==> src/sv/size_budget_lru_cache_unit_macros.svh <==
// assertion helpers for the cache rtl
`ifndef SIZE_BUDGET_LRU_CACHE_UNIT_MACROS_SVH
`define SIZE_BUDGET_LRU_CACHE_UNIT_MACROS_SVH

// plain check on every edge outside reset
`define SBLC_ASSERT(name, clk, rst, expr, msg) \
   name: assert property (@(posedge clk) disable iff (rst) (expr)) else $error(msg);

// same-cycle implication
`define SBLC_ASSERT_IMPL(name, clk, rst, ante, cons, msg) \
   name: assert property (@(posedge clk) disable iff (rst) (ante) |-> (cons)) else $error(msg);

// next-cycle implication
`define SBLC_ASSERT_NEXT(name, clk, rst, ante, cons, msg) \
   name: assert property (@(posedge clk) disable iff (rst) (ante) |=> (cons)) else $error(msg);

`endif

==> src/sv/sblc_pkg.sv <==
package sblc_pkg;

   localparam int ENTRIES_DEF = 16;
   localparam int ID_BITS_DEF = 16;

   localparam int TILE_ID_W   = 16;
   localparam int TILE_SIZE_W = 32;
   localparam int LIMIT_W     = 40;
   localparam int BYTES_W     = 41;

   localparam logic [LIMIT_W-1:0] LIMIT_RESET = 40'd1073741824;

   typedef struct packed {
      logic [TILE_ID_W-1:0]   tile_id;
      logic [TILE_SIZE_W-1:0] tile_size;
   } req_word_type;

   typedef struct packed {
      logic                   is_eviction;
      logic [TILE_ID_W-1:0]   result_id;
      logic                   hit;
      logic [BYTES_W-1:0]     bytes_used;
      logic                   last;
   } rsp_word_type;

   // per-cell control from the sequencer
   typedef struct packed {
      logic shift;
      logic drop;
   } cell_ctl_type;

   typedef enum logic [2:0] {
      ST_IDLE   = 3'b001,
      ST_LOOKUP = 3'b010,
      ST_EVICT  = 3'b100
   } state_type;

endpackage

==> src/sv/sblc_cell.sv <==
module sblc_cell #(
   parameter int ID_BITS = 16
) (
   input  logic                             clock,
   input  logic                             reset,
   input  sblc_pkg::cell_ctl_type           ctl,
   input  logic [ID_BITS-1:0]               key,
   input  logic                             prev_valid,
   input  logic [ID_BITS-1:0]               prev_id,
   input  logic [sblc_pkg::TILE_SIZE_W-1:0] prev_size,
   output logic                             valid,
   output logic [ID_BITS-1:0]               id,
   output logic [sblc_pkg::TILE_SIZE_W-1:0] size,
   output logic                             match
);
   import sblc_pkg::*;

   logic                   valid_ff, valid_in;
   logic [ID_BITS-1:0]     id_ff, id_in;
   logic [TILE_SIZE_W-1:0] size_ff, size_in;

   // a shift takes the neighbor's entry, one step further from most recent
   always_comb begin
      valid_in = valid_ff;
      id_in    = id_ff;
      size_in  = size_ff;
      if (ctl.shift) begin
         valid_in = prev_valid;
         id_in    = prev_id;
         size_in  = prev_size;
      end else if (ctl.drop) begin
         valid_in = 1'b0;
      end
   end

   always_ff @(posedge clock) begin
      if (reset) begin
         valid_ff <= 1'b0;
      end else begin
         valid_ff <= valid_in;
      end
   end

   always_ff @(posedge clock) begin
      id_ff   <= id_in;
      size_ff <= size_in;
   end

   assign valid = valid_ff;
   assign id    = id_ff;
   assign size  = size_ff;
   assign match = valid_ff && (id_ff == key);

endmodule

==> src/sv/size_budget_lru_cache_unit.sv <==
// a hit gives its word from the lookup state; a miss gives one word per
//   eviction from the evict state, then the final insert word
// a new request is taken only in the idle state, after the final word of the last
//   one; the eviction sequencer steps once per word and holds while rsp_stall blocks it
// reset: synchronous, empties every cell, clears bytes in use, limit to 1 GiB
module size_budget_lru_cache_unit #(
   parameter int ENTRIES = sblc_pkg::ENTRIES_DEF,
   parameter int ID_BITS = sblc_pkg::ID_BITS_DEF
) (
   input  logic                         clock,
   input  logic                         reset,
   input  logic                         req_valid,
   output logic                         req_stall,
   input  sblc_pkg::req_word_type       req_word,
   output logic                         rsp_valid,
   input  logic                         rsp_stall,
   output sblc_pkg::rsp_word_type       rsp_word,
   input  logic                         csr_valid,
   output logic                         csr_ready,
   input  logic [sblc_pkg::LIMIT_W-1:0] csr_data
);
   import sblc_pkg::*;
   `include "size_budget_lru_cache_unit_macros.svh"

   state_type state_ff, state_in;

   logic [LIMIT_W-1:0]     limit_ff;
   logic [BYTES_W-1:0]     bytes_ff, bytes_in;
   logic [ID_BITS-1:0]     key_ff;
   logic [TILE_SIZE_W-1:0] size_ff;
   logic                   rsp_valid_ff, rsp_valid_in;
   rsp_word_type           rsp_word_ff, rsp_word_in;

   logic [ENTRIES-1:0]     valid_vec, match_vec, drop_vec, shift_hit;
   logic [ID_BITS-1:0]     id_arr [ENTRIES];
   logic [TILE_SIZE_W-1:0] size_arr [ENTRIES];
   cell_ctl_type           ctl_arr [ENTRIES];

   logic [TILE_SIZE_W-1:0] hit_size, ev_size, head_size;
   logic [ID_BITS-1:0]     ev_id;
   logic                   any_match, full, over, need_evict, out_free;
   logic                   do_accept, do_hit, do_evict, do_insert;
   logic [BYTES_W:0]       demand;

   // cell 0 is most recently used, valid cells fill from 0 upward
   for (genvar i = 0; i < ENTRIES; i++) begin : g_cell
      if (i == 0) begin : g_head
         sblc_cell #(.ID_BITS(ID_BITS)) u_cell (
            .clock      (clock),
            .reset      (reset),
            .ctl        (ctl_arr[i]),
            .key        (key_ff),
            .prev_valid (1'b1),
            .prev_id    (key_ff),
            .prev_size  (head_size),
            .valid      (valid_vec[i]),
            .id         (id_arr[i]),
            .size       (size_arr[i]),
            .match      (match_vec[i])
         );
      end else begin : g_body
         sblc_cell #(.ID_BITS(ID_BITS)) u_cell (
            .clock      (clock),
            .reset      (reset),
            .ctl        (ctl_arr[i]),
            .key        (key_ff),
            .prev_valid (valid_vec[i-1]),
            .prev_id    (id_arr[i-1]),
            .prev_size  (size_arr[i-1]),
            .valid      (valid_vec[i]),
            .id         (id_arr[i]),
            .size       (size_arr[i]),
            .match      (match_vec[i])
         );
      end

      // least recently used is the last valid cell
      if (i == ENTRIES - 1) begin : g_tail
         assign drop_vec[i] = valid_vec[i];
      end else begin : g_mid
         assign drop_vec[i] = valid_vec[i] && !valid_vec[i+1];
      end

      // on a hit, cells up to the hit position move down by one
      assign shift_hit[i] = |(match_vec >> i);

      assign ctl_arr[i].shift = do_insert || (do_hit && shift_hit[i]);
      assign ctl_arr[i].drop  = do_evict && drop_vec[i];
   end

   always_comb begin
      hit_size = '0;
      ev_size  = '0;
      ev_id    = '0;
      for (int i = 0; i < ENTRIES; i++) begin
         if (match_vec[i]) begin
            hit_size = hit_size | size_arr[i];
         end
         if (drop_vec[i]) begin
            ev_size = ev_size | size_arr[i];
            ev_id   = ev_id | id_arr[i];
         end
      end
   end

   assign any_match  = |match_vec;
   assign full       = valid_vec[ENTRIES-1];
   assign demand     = {1'b0, bytes_ff} + (BYTES_W+1)'(size_ff);
   assign over       = (bytes_ff != '0) && (demand > (BYTES_W+1)'(limit_ff));
   assign need_evict = over || full;
   assign head_size  = do_hit ? hit_size : size_ff;

   assign out_free  = !rsp_valid_ff || !rsp_stall;
   assign do_accept = (state_ff == ST_IDLE) && req_valid;
   assign do_hit    = (state_ff == ST_LOOKUP) && out_free && any_match;
   assign do_evict  = (state_ff == ST_EVICT) && out_free && need_evict;
   assign do_insert = (state_ff == ST_EVICT) && out_free && !need_evict;

   always_comb begin
      state_in     = state_ff;
      bytes_in     = bytes_ff;
      rsp_valid_in = rsp_valid_ff && rsp_stall;
      rsp_word_in  = rsp_word_ff;
      case (state_ff)
         ST_IDLE: begin
            if (do_accept) begin
               state_in = ST_LOOKUP;
            end
         end
         ST_LOOKUP: begin
            if (do_hit) begin
               rsp_valid_in            = 1'b1;
               rsp_word_in.is_eviction = 1'b0;
               rsp_word_in.result_id   = TILE_ID_W'(key_ff);
               rsp_word_in.hit         = 1'b1;
               rsp_word_in.bytes_used  = bytes_ff;
               rsp_word_in.last        = 1'b1;
               state_in                = ST_IDLE;
            end else if (out_free) begin
               state_in = ST_EVICT;
            end
         end
         ST_EVICT: begin
            if (do_evict) begin
               bytes_in                = bytes_ff - BYTES_W'(ev_size);
               rsp_valid_in            = 1'b1;
               rsp_word_in.is_eviction = 1'b1;
               rsp_word_in.result_id   = TILE_ID_W'(ev_id);
               rsp_word_in.hit         = 1'b0;
               rsp_word_in.bytes_used  = bytes_ff - BYTES_W'(ev_size);
               rsp_word_in.last        = 1'b0;
            end else if (do_insert) begin
               bytes_in                = bytes_ff + BYTES_W'(size_ff);
               rsp_valid_in            = 1'b1;
               rsp_word_in.is_eviction = 1'b0;
               rsp_word_in.result_id   = TILE_ID_W'(key_ff);
               rsp_word_in.hit         = 1'b0;
               rsp_word_in.bytes_used  = bytes_ff + BYTES_W'(size_ff);
               rsp_word_in.last        = 1'b1;
               state_in                = ST_IDLE;
            end
         end
         default: begin
            state_in = ST_IDLE;
         end
      endcase
   end

   always_ff @(posedge clock) begin
      if (reset) begin
         state_ff     <= ST_IDLE;
         bytes_ff     <= '0;
         limit_ff     <= LIMIT_RESET;
         rsp_valid_ff <= 1'b0;
      end else begin
         state_ff     <= state_in;
         bytes_ff     <= bytes_in;
         rsp_valid_ff <= rsp_valid_in;
         if (csr_valid && csr_ready) begin
            limit_ff <= csr_data;
         end
      end
   end

   always_ff @(posedge clock) begin
      rsp_word_ff <= rsp_word_in;
      if (do_accept) begin
         key_ff  <= ID_BITS'(req_word.tile_id);
         size_ff <= req_word.tile_size;
      end
   end

   assign req_stall = (state_ff != ST_IDLE);
   assign rsp_valid = rsp_valid_ff;
   assign rsp_word  = rsp_word_ff;
   assign csr_ready = 1'b1;

   `SBLC_ASSERT(a_cells_packed, clock, reset, (valid_vec & (valid_vec + 1'b1)) == '0, "valid cells not packed from the head")
   `SBLC_ASSERT(a_single_match, clock, reset, $onehot0(match_vec), "tile id held in more than one cell")
   `SBLC_ASSERT_IMPL(a_one_victim, clock, reset, (state_ff == ST_EVICT) && need_evict, $onehot(drop_vec), "eviction without a single victim cell")
   `SBLC_ASSERT_NEXT(a_hit_word, clock, reset, do_hit, rsp_valid_ff && rsp_word_ff.hit && rsp_word_ff.last, "hit did not produce a final hit word")

endmodule

==> config.mk <==
export PLATFORM = sky130hd
export DESIGN_NAME = size_budget_lru_cache_unit
export DESIGN_NICKNAME = d
export VERILOG_FILES = /design/src/sv/sblc_pkg.sv /design/src/sv/sblc_cell.sv /design/src/sv/size_budget_lru_cache_unit.sv
export VERILOG_INCLUDE_DIRS = /design/src /design/src/sv
export SDC_FILE = /design/constraint.sdc
export NUM_CORES = 2
export LEC_CHECK = 0
export BUFFER_PORTS_ARGS = -buffer_cell sky130_fd_sc_hd__buf_2
export CAP_MARGIN = 5
export CORE_AREA = 2 2 433 435
export DETAILED_ROUTE_END_ITERATION = 8
export DIE_AREA = 0 0 435 437
export PLACE_DENSITY = 0.52
export SLEW_MARGIN = 20
export SYNTH_ARGS = -nofsm -noshare
export SYNTH_HDL_FRONTEND = slang
export SYNTH_HIERARCHICAL = 1
export SYNTH_SLANG_ARGS = --single-unit
export TNS_END_PERCENT = 30
==> constraint.sdc <==
create_clock -name clock -period 7.5 [get_ports clock]
set_input_delay 0.375 -clock clock [delete_from_list [all_inputs] [get_ports clock]]
set_output_delay 0.375 -clock clock [all_outputs]
set_load 0.01 [all_outputs]
==> results.ini <==
[power]
ir_drop_mv=0.189
switching_share_pct=25.1
power_frac_comb_pct=8.9
power_switching_uw=3140
power.internal_uw=9370
seqPwrFrac_pct=49.4
powerDensity_nw_per_um2=228
clockPowerShare_pct=41.7
power.leakage_uw=0.0184
p_total_uw=12500

[timing]
period_minus_slack_ps=6680
final_hold_viol_count=0
maxSlewViolCount=0
grt_setup_unrepaired=false
tightestPinTransition_ps=1140
fin_ws_ps=825
slew_headroom_pct=23.8
finClkSkew_ps=42.2
setup_viol=0
setup_tns_ps=0
fmax_mhz=150
layout_worst_path_cycle_share_pct=89.0

[critical_path]
cp_common_cell=o211ai_1
crit_start=size_ff[0]
arrival_ps=7080
rrSetupSlack_ps=820
critPathKind=flip-flop to flip-flop
slowest_stage=or2_2
ff2ff_path_depth=22
cp-start-kind=flip-flop
critPathMaxStageDelay_ps=670
r2r_start=size_ff[0]
required_ps=7900
rr_endpoint=g_cell[6].g_body.u_cell/id[3]
crit_path_end_kind=flip-flop
cp_max_fo=17
cp_cell_sequence=ha_1 -> fa_1 -> a211oi_1 -> o211ai_1 -> nand3_1 -> o211ai_1 -> buf_4 -> a31oi_1 -> o31ai_1 -> o21ai_0 -> nor2b_1 -> xnor2_1 -> ha_1 -> a21o_1 -> a21oi_1 -> o211ai_1 -> a221o_1 -> nand3_1 -> o2111ai_4 -> or2_2 -> o21ai_4 -> buf_4

[grt]
gr-usage-all-layers_pct=18.8
grt_overflow_total=0
grt_first_pass_wirelength_mm=262
grt_pass1_vias=34700
grt_max_degree=78
antenna_found_initial=6

[floorplan]
fp.coreArea_um2=185000
initial_core_util_pct=24.9
ios=156
die_w_um=435
std_cell_rows=158
die_area_um2=190000
die-height_um=437

[cells_and_area]
drive_gt1_share_pct=12.2
fin_nets=4100
syn2layout_area_growth_pct=19.0
n_fill_cell=18800
final_cells=6466
finalInstanceArea_um2=54900

[drt]
wl_per_cell_um=28.7
drc=0
routed_wl_mm=186
vias=36100
viasPerCell=5.59
firstDrtPassIters=9
drtAntennaViolNets=0
dr.first_iter.drc_count=5939

[hold_path]
min_delay_path_depth=2
min_from=reset
hold_end=limit_ff[0]
min_path_type=input port to flip-flop

[yosys]
yosys.cell_types.count=68
synth_edf_count=876
synth_warnings=6
ys_seq_area_share_pct=61.4
dominantRegCellSynth=edfxtp_1
ys_ff_latch=977
syn_avg_cell_area_um2=12.6
synthArstFlopShare_pct=0
syn_area_um2=46100
syn_inst=3661

[placement]
hpwl_mm=119
dpl-instance-area_um2=50700
portBuffers=154
dp.cells=6192
gp_congestion=0.912
place_ws_ps=1010

[run]
drv_cap=0

[clocking]
clk_latency_ps=730
cts_tree=built
cts_buffer_depth=3
cts_sinks=977
postCtsSetupBuffers=0
clockRootBuffer=clkbuf_16
h-tree-depth=3
post_cts_resized=0
cts_buffers=97
clk_pin_slew_ps=70

[status]
outcome=finished clean

[flip-flops by register name (all words and copies together) (netlist names), 32 cells and up]
name	flops
g_cell.g_body.u_cell/size	480
bytes_ff	41
limit_ff	40
g_cell.g_body.u_cell/id	240
g_cell.g_head.u_cell/size	32
size_ff	32
rsp_word	60
[worst max path at each step]
stage	end	slack [ps]	cells after the start
global placement	g_cell[6].g_body.u_cell/id[13]	970	23
floorplan	g_cell[11].g_body.u_cell/valid	210	19
CTS	g_cell[6].g_body.u_cell/id[3]	930	22
global route	g_cell[6].g_body.u_cell/id[3]	560	22
detailed placement	g_cell[6].g_body.u_cell/id[2]	1010	22
finish	g_cell[6].g_body.u_cell/id[3]	820	22
[stage by stage]
stage	utilization, %	hold slack (ps)
final	29.7	164
after global placement	27.4	460
after detailed placement	27.4	465
after floorplan	-	447
after CTS	29.7	119
after global routing	29.7	169
[critical path: cells and delay by family (launching register included)]
kind,cells,cell delay (ps)
DFF,1,410
adders and majority gates,3,950
AOI/OAI and AO/OA,12,2980
buffers and inverters,2,570
and+or+nand+nor,4,1180
xor gates and xnor gates,1,160
[power by group through the flow]
stage / clock network (uW) / logic, uW / registers, uW
finish: 5220 / 1120 / 6180
global route: 5510 / 1210 / 6190
CTS: 5300 / 1110 / 6170
detailed placement: 0 / 1060 / 6290
global placement: 0 / 1060 / 6290
floorplan: 0 / 644 / 6260
[area by class of cell]
type	count	area, um^2	share of cell area [%]
diodes	3	7.51	0.0137
well taps	2480	3100	5.65
multi-input cells	2410	17200	31.3
flip-flops and latches	977	28300	51.6
clock inverters	61	747	1.36
inverters	60	225	0.410
repair buffers	355	2750	5.00
clock buffers	120	2570	4.69
[kinds of logic after synthesis]
kind of cell    Yosys count  synth area share, %
compound gates         1064                 16.6
simple gates            859                 9.35
mux                      53                 1.15
xor+xnor                326                 6.19
flops                   977                 61.4
other cells               1              0.00813
fa+ha+maj               106                 2.91
buf+inv                 275                 2.37
[cells in the mapped netlist, types with 20 or more instances]
| cell | number | area, um^2 |
|---|---|---|
| edfxtp_1 | 876 | 26300 |
| a22oi_1 | 425 | 3190 |
| xnor2_1 | 232 | 2030 |
| nor2_1 | 216 | 811 |
| nand2_1 | 206 | 773 |
| clkbuf_1 | 162 | 608 |
| nand3_1 | 127 | 636 |
| nand4_1 | 126 | 788 |
| o21ai_0 | 122 | 611 |
| a221oi_1 | 110 | 963 |
| a22o_1 | 109 | 955 |
| ha_1 | 104 | 1300 |
| a21oi_1 | 102 | 510 |
| dfxtp_1 | 101 | 2020 |
| xor2_1 | 94 | 823 |
| inv_1 | 59 | 221 |
| mux2i_1 | 52 | 521 |
| a211oi_1 | 46 | 345 |
| buf_1 | 40 | 150 |
| a21o_1 | 37 | 278 |
| nor2b_1 | 32 | 200 |
| and3_1 | 29 | 181 |
| nor4_1 | 29 | 181 |
| nor3b_1 | 22 | 165 |
| o21ai_1 | 20 | 100 |
[repair_timing]
item | in CTS | in global routing
hold endpoints to repair | 90 | 0
hold buffers | 90 | 0
endpoints found under the setup margin | 0 | 0
[placed cells by master, fill, tap and decap left out, types with 12 or more instances in the layout]
| cell | Yosys | routed |
|---|---|---|
| a211oi_1 | 46 | 46 |
| a21o_1 | 37 | 37 |
| a21oi_1 | 102 | 102 |
| a221oi_1 | 110 | 110 |
| a22o_1 | 109 | 109 |
| a22oi_1 | 425 | 425 |
| a31oi_1 | 16 | 16 |
| and3_1 | 29 | 29 |
| buf_12 | 0 | 19 |
| buf_2 | 5 | 153 |
| buf_4 | 1 | 93 |
| bufinv_16 | 0 | 13 |
| clkbuf_1 | 162 | 18 |
| clkbuf_16 | 0 | 98 |
| clkinv_2 | 0 | 15 |
| dfxtp_1 | 101 | 100 |
| dlygate4sd3_1 | 0 | 90 |
| edfxtp_1 | 876 | 876 |
| ha_1 | 104 | 104 |
| inv_1 | 59 | 58 |
| mux2i_1 | 52 | 52 |
| nand2_1 | 206 | 198 |
| nand3_1 | 127 | 127 |
| nand4_1 | 126 | 126 |
| nor2_1 | 216 | 215 |
| nor2b_1 | 32 | 17 |
| nor2b_4 | 0 | 15 |
| nor3_1 | 16 | 16 |
| nor3b_1 | 22 | 22 |
| nor4_1 | 29 | 28 |
| nor4_4 | 0 | 16 |
| o21a_1 | 12 | 12 |
| o21ai_0 | 122 | 118 |
| o21ai_1 | 20 | 15 |
| xnor2_1 | 232 | 232 |
| xor2_1 | 94 | 94 |
[per-layer routing]
| layer | wire, um | vias up | GRT usage, % |
|---|---|---|---|
| li1 | - | 14900 | - |
| met1 | 76800 | 17800 | 25.9 |
| met2 | 78600 | 2856 | 27.8 |
| met3 | 23300 | 517 | 5.65 |
| met4 | 7120 | 2 | 6.25 |
| met5 | 13 | - | 0 |
No activity file was read; power rests on OpenSTA's default activity.
